## src/bloom_filter_two_hash_macros.svh

```systemverilog
// Assertion macros for the bloom filter RTL.
// No dependencies; include with the bare file name.
`ifndef BLOOM_FILTER_TWO_HASH_MACROS_SVH
`define BLOOM_FILTER_TWO_HASH_MACROS_SVH

// Check that cons holds in the same cycle as ante.
`define BFTH_ASSERT_SAME(lbl, ck, rn, ante, cons) \
  lbl: assert property (@(posedge ck) disable iff (!rn) (ante) |-> (cons)) \
    else $error("%m: same-cycle check failed");

// Check that cons holds in the cycle after ante.
`define BFTH_ASSERT_NEXT(lbl, ck, rn, ante, cons) \
  lbl: assert property (@(posedge ck) disable iff (!rn) (ante) |=> (cons)) \
    else $error("%m: next-cycle check failed");

`endif

```

## src/bfth_pkg.sv

```systemverilog
// Package for the two-hash bloom filter: widths, seeds, codes and the
// controller/datapath command and status types. No dependencies.
package bfth_pkg;

  localparam int HASH_W    = 32;
  localparam int DATA_W    = 8;
  localparam int CFG_W     = 19;
  localparam int DIV_STEPS = HASH_W;
  localparam int CNT_W     = $clog2(DIV_STEPS + 1);
  localparam int APB_AW    = 3;

  localparam int BFTH_FILTER_BITS = 262144;

  localparam logic [HASH_W-1:0] AP_SEED      = 32'hAAAAAAAA;
  localparam logic [HASH_W-1:0] OAAT_SEED    = 32'h0;
  localparam logic [CFG_W-1:0]  FSIZE_RESET  = 19'd262144;

  // Register index decoded from paddr[APB_AW-1:2]
  localparam logic [APB_AW-3:0] REG_FILTER_SIZE = 1'b0;

  // Action codes
  localparam logic ACT_INSERT = 1'b0;
  localparam logic ACT_QUERY  = 1'b1;

  typedef struct packed {
    logic load_byte;
    logic upd1;
    logic upd2;
    logic fin1;
    logic fin2;
    logic div_start;
    logic div_sel;
    logic cap_i1;
    logic cap_i2;
    logic mem_we;
    logic idx_sel;
    logic cap_hit1;
    logic seed;
    logic clr_step;
  } bfth_cmd_t;

  typedef struct packed {
    logic clear_last;
    logic clear_done;
    logic div_done;
    logic last;
    logic action;
    logic hit;
  } bfth_status_t;

endpackage

```

## src/bfth_ctrl.sv

```systemverilog
// Controller state machine: clearing sweep, byte hashing, word-end
// reduction, bit set or lookup. Depends on bfth_pkg and the macros header.
`include "bloom_filter_two_hash_macros.svh"

module bfth_ctrl
  import bfth_pkg::*;
(
  input  logic         clk,
  input  logic         rst_n,
  input  logic         in_valid,
  input  logic         out_free,
  input  bfth_status_t status,
  output logic         in_ready,
  output logic         out_load,
  output bfth_cmd_t    cmd
);

  localparam logic [3:0] S_CLEAR = 4'd0;
  localparam logic [3:0] S_IDLE  = 4'd1;
  localparam logic [3:0] S_UPD1  = 4'd2;
  localparam logic [3:0] S_UPD2  = 4'd3;
  localparam logic [3:0] S_FIN1  = 4'd4;
  localparam logic [3:0] S_FIN2  = 4'd5;
  localparam logic [3:0] S_DIVA  = 4'd6;
  localparam logic [3:0] S_DIVB  = 4'd7;
  localparam logic [3:0] S_WR1   = 4'd8;
  localparam logic [3:0] S_WR2   = 4'd9;
  localparam logic [3:0] S_RD1   = 4'd10;
  localparam logic [3:0] S_RD2   = 4'd11;
  localparam logic [3:0] S_RD3   = 4'd12;

  logic [3:0] state_r;
  logic [3:0] state_nxt;

  // Next state and commands
  always_comb begin
    state_nxt = state_r;
    cmd       = '0;
    in_ready  = 1'b0;
    out_load  = 1'b0;
    case (state_r)
      S_CLEAR: begin
        cmd.clr_step = 1'b1;
        if (status.clear_last) begin
          state_nxt = S_IDLE;
        end
      end
      S_IDLE: begin
        in_ready = 1'b1;
        if (in_valid) begin
          cmd.load_byte = 1'b1;
          state_nxt     = S_UPD1;
        end
      end
      S_UPD1: begin
        cmd.upd1  = 1'b1;
        state_nxt = S_UPD2;
      end
      S_UPD2: begin
        cmd.upd2  = 1'b1;
        state_nxt = status.last ? S_FIN1 : S_IDLE;
      end
      S_FIN1: begin
        cmd.fin1  = 1'b1;
        state_nxt = S_FIN2;
      end
      S_FIN2: begin
        cmd.fin2      = 1'b1;
        cmd.div_start = 1'b1;
        cmd.div_sel   = 1'b0;
        state_nxt     = S_DIVA;
      end
      S_DIVA: begin
        if (status.div_done) begin
          cmd.cap_i1    = 1'b1;
          cmd.div_start = 1'b1;
          cmd.div_sel   = 1'b1;
          state_nxt     = S_DIVB;
        end
      end
      S_DIVB: begin
        if (status.div_done) begin
          cmd.cap_i2 = 1'b1;
          state_nxt  = (status.action == ACT_QUERY) ? S_RD1 : S_WR1;
        end
      end
      S_WR1: begin
        cmd.mem_we  = 1'b1;
        cmd.idx_sel = 1'b0;
        state_nxt   = S_WR2;
      end
      S_WR2: begin
        cmd.mem_we  = 1'b1;
        cmd.idx_sel = 1'b1;
        cmd.seed    = 1'b1;
        state_nxt   = S_IDLE;
      end
      S_RD1: begin
        cmd.idx_sel = 1'b0;
        state_nxt   = S_RD2;
      end
      S_RD2: begin
        cmd.idx_sel  = 1'b1;
        cmd.cap_hit1 = 1'b1;
        state_nxt    = S_RD3;
      end
      S_RD3: begin
        // hold the second lookup until the result register frees up
        cmd.idx_sel = 1'b1;
        if (out_free) begin
          out_load  = 1'b1;
          cmd.seed  = 1'b1;
          state_nxt = S_IDLE;
        end
      end
      default: begin
        state_nxt = S_IDLE;
      end
    endcase
  end

  always_ff @(posedge clk) begin
    if (!rst_n) begin
      state_r <= S_CLEAR;
    end else begin
      state_r <= state_nxt;
    end
  end

  `BFTH_ASSERT_SAME(a_div_done_waiting, clk, rst_n, status.div_done, state_r == S_DIVA || state_r == S_DIVB)
  `BFTH_ASSERT_NEXT(a_div_no_early_done, clk, rst_n, cmd.div_start, !status.div_done)
  `BFTH_ASSERT_SAME(a_set_after_clear, clk, rst_n, cmd.mem_we, status.clear_done)

endmodule
```

## config.mk

```make
export PLATFORM = sky130hd
export DESIGN_NAME = bfth_ctrl
export DESIGN_NICKNAME = d
export VERILOG_FILES = /design/src/bfth_pkg.sv /design/src/bfth_ctrl.sv
export VERILOG_INCLUDE_DIRS = /design/src /design/src/src
export SDC_FILE = /design/constraint.sdc
export NUM_CORES = 1
export LEC_CHECK = 0
export BUFFER_PORTS_ARGS = -buffer_cell sky130_fd_sc_hd__buf_4
export CORE_AREA = 2 2 39 41
export DETAILED_ROUTE_END_ITERATION = 10
export DIE_AREA = 0 0 41 43
export PLACE_DENSITY_LB_ADDON = 0.12
export SLEW_MARGIN = 0
export SYNTH_ARGS = -nofsm -noshare
export SYNTH_HDL_FRONTEND = slang
export SYNTH_SLANG_ARGS = --single-unit
```

## constraint.sdc

```tcl
create_clock -name clk -period 1.95 [get_ports clk]
set_clock_uncertainty 0.2 [all_clocks]
set_input_delay 0.195 -clock clk [delete_from_list [all_inputs] [get_ports clk]]
set_output_delay 0.195 -clock clk [all_outputs]
set_load 0.1 [all_outputs]
```

==> run metrics, run 1 <==
R2R depth=5; DR vias/cell=5.128; placed insts=106; Detailed Route WL=1287 um; Reg-to-Reg End=state_r[0]$_SDFFE_PN0P_; final setup margin=0.1170 ns; Design Area, Final=837.1 um2; core area=1384 um2; Cells after Synth=66; synth unique cells=28; #FFs+latches synth=4; Largest register FFs=4; CP Class=flip-flop to output pin; fin. max-slew vios=0; Clock Latency Late Sink=0.23 ns; initial antenna violation count=0; ys async rst share=0%; total global routing overflow=0; Slew HR=79.53%; num ports=26; ant diodes=0; # rows=14; Clock Tree Buf Depth=2; Post-Syn Nets=76; DRT iter0 DRCs=6; hold slack=0.05293 ns; Worst setup EP type=output pin; Die Wd=41 um; Die ar.=1763 um2; PortBufs=23; Post-synth EDFFs=0; Worst Setup SP=state_r[2]$_SDFFE_PN0P_; GRT Util Overall=16.58%; crit start category=flip-flop; antenna-violating nets left=0; f_max=545.5 MHz; Placed Area=783.3 um2; Required @ worst endpoint=1.55 ns; Largest regs=state_r (4); gp weighted congestion=0.7833; R2R Setup Slk=0.30 ns; Syn-to-layout area delta=79.36%; measured slew at the worst slew-check pin=0.3071 ns; Hold Path Cell Cnt=3; CTS buffer count=3; status=finished, final reports clean; unrepaired setup endpoints after global routing=no; vias in the first global route=475; worst setup path end=cmd[8]; final setup fails=0; first-pass GRT wire length=2028 um; max_cap viols=0; DR pass1 iterations=5; final hold vios=0; commonest cells after routing, fill and taps aside=buf_4, buf_6, nand2_1, a21oi_1; Arr. time, crit path=1.44 ns; worst hold path class=primary input to flip-flop; most common cell after layout, fill and taps aside=buf_4; CTS Root Buffer Type=clkbuf_4; Placement Setup Slack=0.1015 ns; Post-CTS Setup Repair Bufs=0; largest reg by FF count=state_r; mapped cell area=466.7 um2; Die Y=43 um; Tmin final=1.833 ns; RR Startpoint=state_r[3]$_SDFFE_PN0P_; main flop type after synthesis=dfxtp_1; clock sink total=4; layout cell share with drive strength beyond 1=64.52%; HPWL Detailed=1028 um; Post-Layout Cell Count=109; nets=105; Hold-fix buffers, CTS=0; TritonCTS clock tree=yes; Syn Area/Cell=7.071 um2; Post-route DRC=0; sequential area share after synthesis=17.16%; clock slew at reported path FFs=0.04 ns; H-tree levels=1; Crit Path Max Fanout=12; Via Count=559; Starting Density=33.73%; wire per inst=11.81 um; synth warn=0; Tcrit/Tclk final=94.00%; largest net degree at the start of global routing=13
-- metrics by stage --
stage	TNS (ns)	utilization, %
final	0	60.49
after floorplan	-1.186	-
after CTS	0	60.13
after global placement	0	56.60
after detailed placement	0	56.60
after global routing	0	60.49
-- cells by family after synthesis --
kind of cell           after synthesis  synth area share [%]
AOI/OAI and AO/OA                   12                 16.09
buffers and inverters                9                 11.53
DFF                                  4                 17.16
muxes                                4                 8.579
and+or+nand+nor                     37                 46.65
-- how the worst min path moves through the flow --
stage                         endpoint   from
3_5_place_dp   state_r[2]$_SDFFE_PN0P_  rst_n
2_1_floorplan  state_r[1]$_SDFFE_PN0P_  rst_n
6_report       state_r[2]$_SDFFE_PN0P_  rst_n
4_1_cts        state_r[2]$_SDFFE_PN0P_  rst_n
5_1_grt        state_r[2]$_SDFFE_PN0P_  rst_n
3_3_place_gp   state_r[2]$_SDFFE_PN0P_  rst_n
-- cells in the mapped netlist (all sizes together) (2+ instances only) --
library cell	instances	area, um2
buf	6	42.54
nor2	10	37.54
nor3	7	40.04
a21oi	6	30.03
o21ai	2	13.76
nand2	8	32.54
and4	2	20.02
nand2b	2	12.51
dfxtp	4	80.08
inv	3	11.26
nor2b	2	12.51
mux2i	4	40.04
-- layout make-up --
type                    instances  area [um2]
clock buffers                   3       22.52
fillers                       132       546.8
inverters                       3       13.76
multi-input cells              53       446.7
flip-flops and latches          4       86.33
well taps                      16       20.02
repair buffers                 30       247.7
-- layer usage --
metal	part of all wire (%)	vias to the layer above	track usage (%)
met5	0	-	0
met4	3.0	0	9.333
met3	4.1	4	0.5236
met2	49	17	25.00
met1	44	249	22.58
li1	-	289	-
-- critical path, cell delays in order (launching register included) --
cell      delay [ns]
dfxtp_2         0.39
buf_6           0.19
nand2b_1        0.17
a21oi_2         0.14
buf_4           0.30
-- what timing repair did --
item	in CTS	in global routing
setup endpoints to repair	13	2
resized for setup	9	2
pin swaps	0	0
Power of run 1 is not shown: default switching activity piles up to over one toggle a cycle in this logic, so the estimate is an artifact.
==> run 2, diff against run 1 <==
- CAP_MARGIN: default -> 10
- PLACE_DENSITY: default -> 0.68
- PLACE_DENSITY_LB_ADDON: 0.12 -> default
==> run metrics, run 2 (synthesis gave the netlist of run 1 again) <==
gp weighted congestion=0.7870; Slew HR=78.57%; max_cap viols=0; DRT iter0 DRCs=2; vias in the first global route=517; Clock Latency Late Sink=0.23 ns; Tcrit/Tclk final=95.31%; clock slew at reported path FFs=0.04 ns; CTS buffer count=3; Detailed Route WL=1278 um; Worst setup EP type=output pin; status=finished, final reports clean; nets=107; Starting Density=33.73%; f_max=538.1 MHz; R2R Setup Slk=0.31 ns; initial antenna violation count=0; GRT Util Overall=17.09%; HPWL Detailed=1027 um; ant diodes=0; Via Count=563; wire per inst=11.51 um; clock sink total=4; Largest register FFs=4; first-pass GRT wire length=2125 um; Largest regs=state_r (4); Hold-fix buffers, CTS=0; total global routing overflow=0; DR vias/cell=5.072; antenna-violating nets left=0; worst hold path class=primary input to flip-flop; H-tree levels=1; core area=1384 um2; TritonCTS clock tree=yes; Arr. time, crit path=1.46 ns; Tmin final=1.858 ns; Clock Tree Buf Depth=2; final hold vios=0; Required @ worst endpoint=1.55 ns; Crit Path Max Fanout=10; # rows=14; commonest cells after routing, fill and taps aside=buf_4, nand2_1, a21oi_1; Syn-to-layout area delta=76.68%; Die Wd=41 um; measured slew at the worst slew-check pin=0.3214 ns; final setup fails=0; DR pass1 iterations=4; PortBufs=23; layout cell share with drive strength beyond 1=64.21%; num ports=26; hold slack=0.05456 ns; largest net degree at the start of global routing=15; CP Class=flip-flop to output pin; Die Y=43 um; largest reg by FF count=state_r; fin. max-slew vios=0; Die ar.=1763 um2; Post-route DRC=0; most common cell after layout, fill and taps aside=buf_4; CTS Root Buffer Type=clkbuf_4; crit start category=flip-flop; unrepaired setup endpoints after global routing=no
run 2: what timing repair did:
item	4_1_cts	5_1_grt
endpoints found under the setup margin	13	0
setup buffers	0	0
resized for setup	3	0
run 2: worst max-delay path, cell delays in order (launching register included):
cell and delay, ns:
dfxtp_2 0.51, nand2_4 0.09, nor3_4 0.19, and2_4 0.15, buf_4 0.27
run 2: final cells by class:
| class | instances | area, um2 |
|---|---|---|
| Clock buffer | 3 | 22.52 |
| Fill cell | 141 | 559.3 |
| Inverter | 3 | 13.76 |
| Timing Repair Buffer | 32 | 240.2 |
| Sequential cell | 4 | 83.83 |
| Multi-Input combinational cell | 53 | 444.2 |
| Tap cell | 16 | 20.02 |
run 2: per-layer routing:
metal / wire, um / track usage [%]
met5: 0 / 0
met4: 0 / 4.000
met3: 52 / 3.141
met2: 665 / 28.13
met1: 560 / 21.94
run 2: worst paths after layout:
kind	from	endpoint	depth (start not counted)
setup / recovery	state_r[0]$_SDFFE_PN0P_	cmd[13]	4
hold / removal	rst_n	state_r[2]$_SDFFE_PN0P_	3
setup reg to reg	state_r[0]$_SDFFE_PN0P_	state_r[0]$_SDFFE_PN0P_	5
hold reg to reg	state_r[1]$_SDFFE_PN0P_	state_r[1]$_SDFFE_PN0P_	2
run 2: stage by stage:
step                      setup TNS [ns]  area, um2  setup WS [ns]  std cells  util [%]
final                                  0      824.5        0.09155        111     59.58
after global routing                   0      824.5        0.01419        111     59.58
after CTS                              0      824.5        0.06762        111     59.58
after detailed placement               0      798.3        0.08557        108     57.69
after global placement                 0      798.3         0.1257        108     57.69
after floorplan                   -1.186      580.6        -0.3794         66         -
Power of run 2 is left out for the same reason.
==> run 3, diff against run 2 <==
- SKIP_LAST_GASP: default -> 1
- clock period: 1.95 -> 2.3 ns (I/O delays scaled with it)
==> run metrics, run 3 (synthesis gave the netlist of run 1 again) <==
most common cell after layout, fill and taps aside=buf_4; unrepaired setup endpoints after global routing=no; Clock Latency Late Sink=0.23 ns; fill cell total of the finished layout=138; HPWL Detailed=902.5 um; Placement Setup Slack=0.4142 ns; register area=80.08 um2; Die Wd=41 um; initial antenna violation count=0; GRT Util Overall=13.18%; R2R Setup Slk=0.46 ns; CP bufs+invs=2; PortBufs=23; commonest cells after routing, fill and taps aside=buf_4, nand2_1, nor2_1, a21oi_1; Hold-fix buffers, CTS=0; clock sink total=4; Crit path largest cell delay=0.68 ns; Post-CTS Setup Repair Bufs=0; Die ar.=1763 um2; f_max=471.6 MHz; CP Class=flip-flop to output pin; crit start category=flip-flop; final setup margin=0.1797 ns; largest reg by FF count=state_r; antenna-violating nets left=0; ant diodes=0; delay-heaviest family, CP=flip-flops; Starting Density=33.73%; layout cell share with drive strength beyond 1=51.14%; Post-Layout Cell Count=104; Slew HR=51.34%; vias in the first global route=404; Required @ worst endpoint=1.87 ns; final hold vios=0; Largest register FFs=4; Tcrit/Tclk final=92.19%; Largest regs=state_r (4); post-layout util=51.63%; Via Count=535; # rows=14; CTS buffer count=3; largest net degree at the start of global routing=19; slowest CP cell=dfxtp_1; first-pass GRT wire length=1614 um; DRT iter0 DRCs=3; H-tree levels=1; Die Y=43 um; DR vias/cell=5.144; Worst setup EP type=output pin; gp weighted congestion=0.7697; Clock Tree Buf Depth=2; worst-path cell chain=inv_2 > nand2_1 > nor3_4 > and2_1 > buf_4; Syn-to-layout area delta=53.08%; Crit Path Max Fanout=13; total global routing overflow=0; Detailed Route WL=1115 um; max_cap viols=0; Arr. time, crit path=1.69 ns; clock slew at reported path FFs=0.03 ns; multi-input logic area=392.9 um2; Post-route DRC=0; fin. max-slew vios=0; Tmin final=2.120 ns; nets=100; Setup TNS=0 ns; status=finished, final reports clean; DR pass1 iterations=4; final setup fails=0; TritonCTS clock tree=yes; CTS Root Buffer Type=clkbuf_4; worst hold path class=primary input to flip-flop; wire per inst=10.72 um; core area=1384 um2; measured slew at the worst slew-check pin=0.7288 ns; post_cts resized=0; placed insts=101; num ports=26
run 3: layout make-up:
| cell class | count | share of cell area (%) |
|---|---|---|
| clock buffer | 3 | 3.152 |
| tap | 16 | 2.802 |
| inverter | 3 | 1.576 |
| timing repair buffer | 25 | 26.27 |
| sequential | 4 | 11.21 |
| multi-input combinational | 53 | 54.99 |
run 3: per-stage QoR:
| step | area, um2 | hold WS [ns] |
|---|---|---|
| after floorplan | 526.8 | 0.2127 |
| after global placement | 691.9 | 0.3192 |
| after detailed placement | 691.9 | 0.3264 |
| after CTS | 714.4 | 0.08517 |
| after global routing | 714.4 | 0.1053 |
| final | 714.4 | 0.08558 |
run 3: metal layers:
| metal | vias to the layer above | global-route usage (%) | share of wire, % |
|---|---|---|---|
| li1 | 275 | - | - |
| met1 | 248 | 17.15 | 46 |
| met2 | 12 | 19.69 | 50 |
| met3 | 0 | 1.571 | 4.3 |
| met4 | 0 | 8.000 | 0 |
| met5 | - | 0 | 0 |
run 3: path summary, 6_finish.rpt:
kind | from | to | depth (start not counted)
max | state_r[1]$_SDFFE_PN0P_ | cmd[13] | 5
min reg2reg | state_r[1]$_SDFFE_PN0P_ | state_r[1]$_SDFFE_PN0P_ | 2
min | rst_n | state_r[1]$_SDFFE_PN0P_ | 3
max reg2reg | state_r[3]$_SDFFE_PN0P_ | state_r[0]$_SDFFE_PN0P_ | 4
run 3: worst reg2reg max path: cells and delay by family, from the launching register on:
family	cells	cell delay, ns
AOI/OAI and AO/OA	1	0.11
DFF	1	0.78
and+or+nand+nor	3	0.68
Power of run 3 is left out for the same reason.
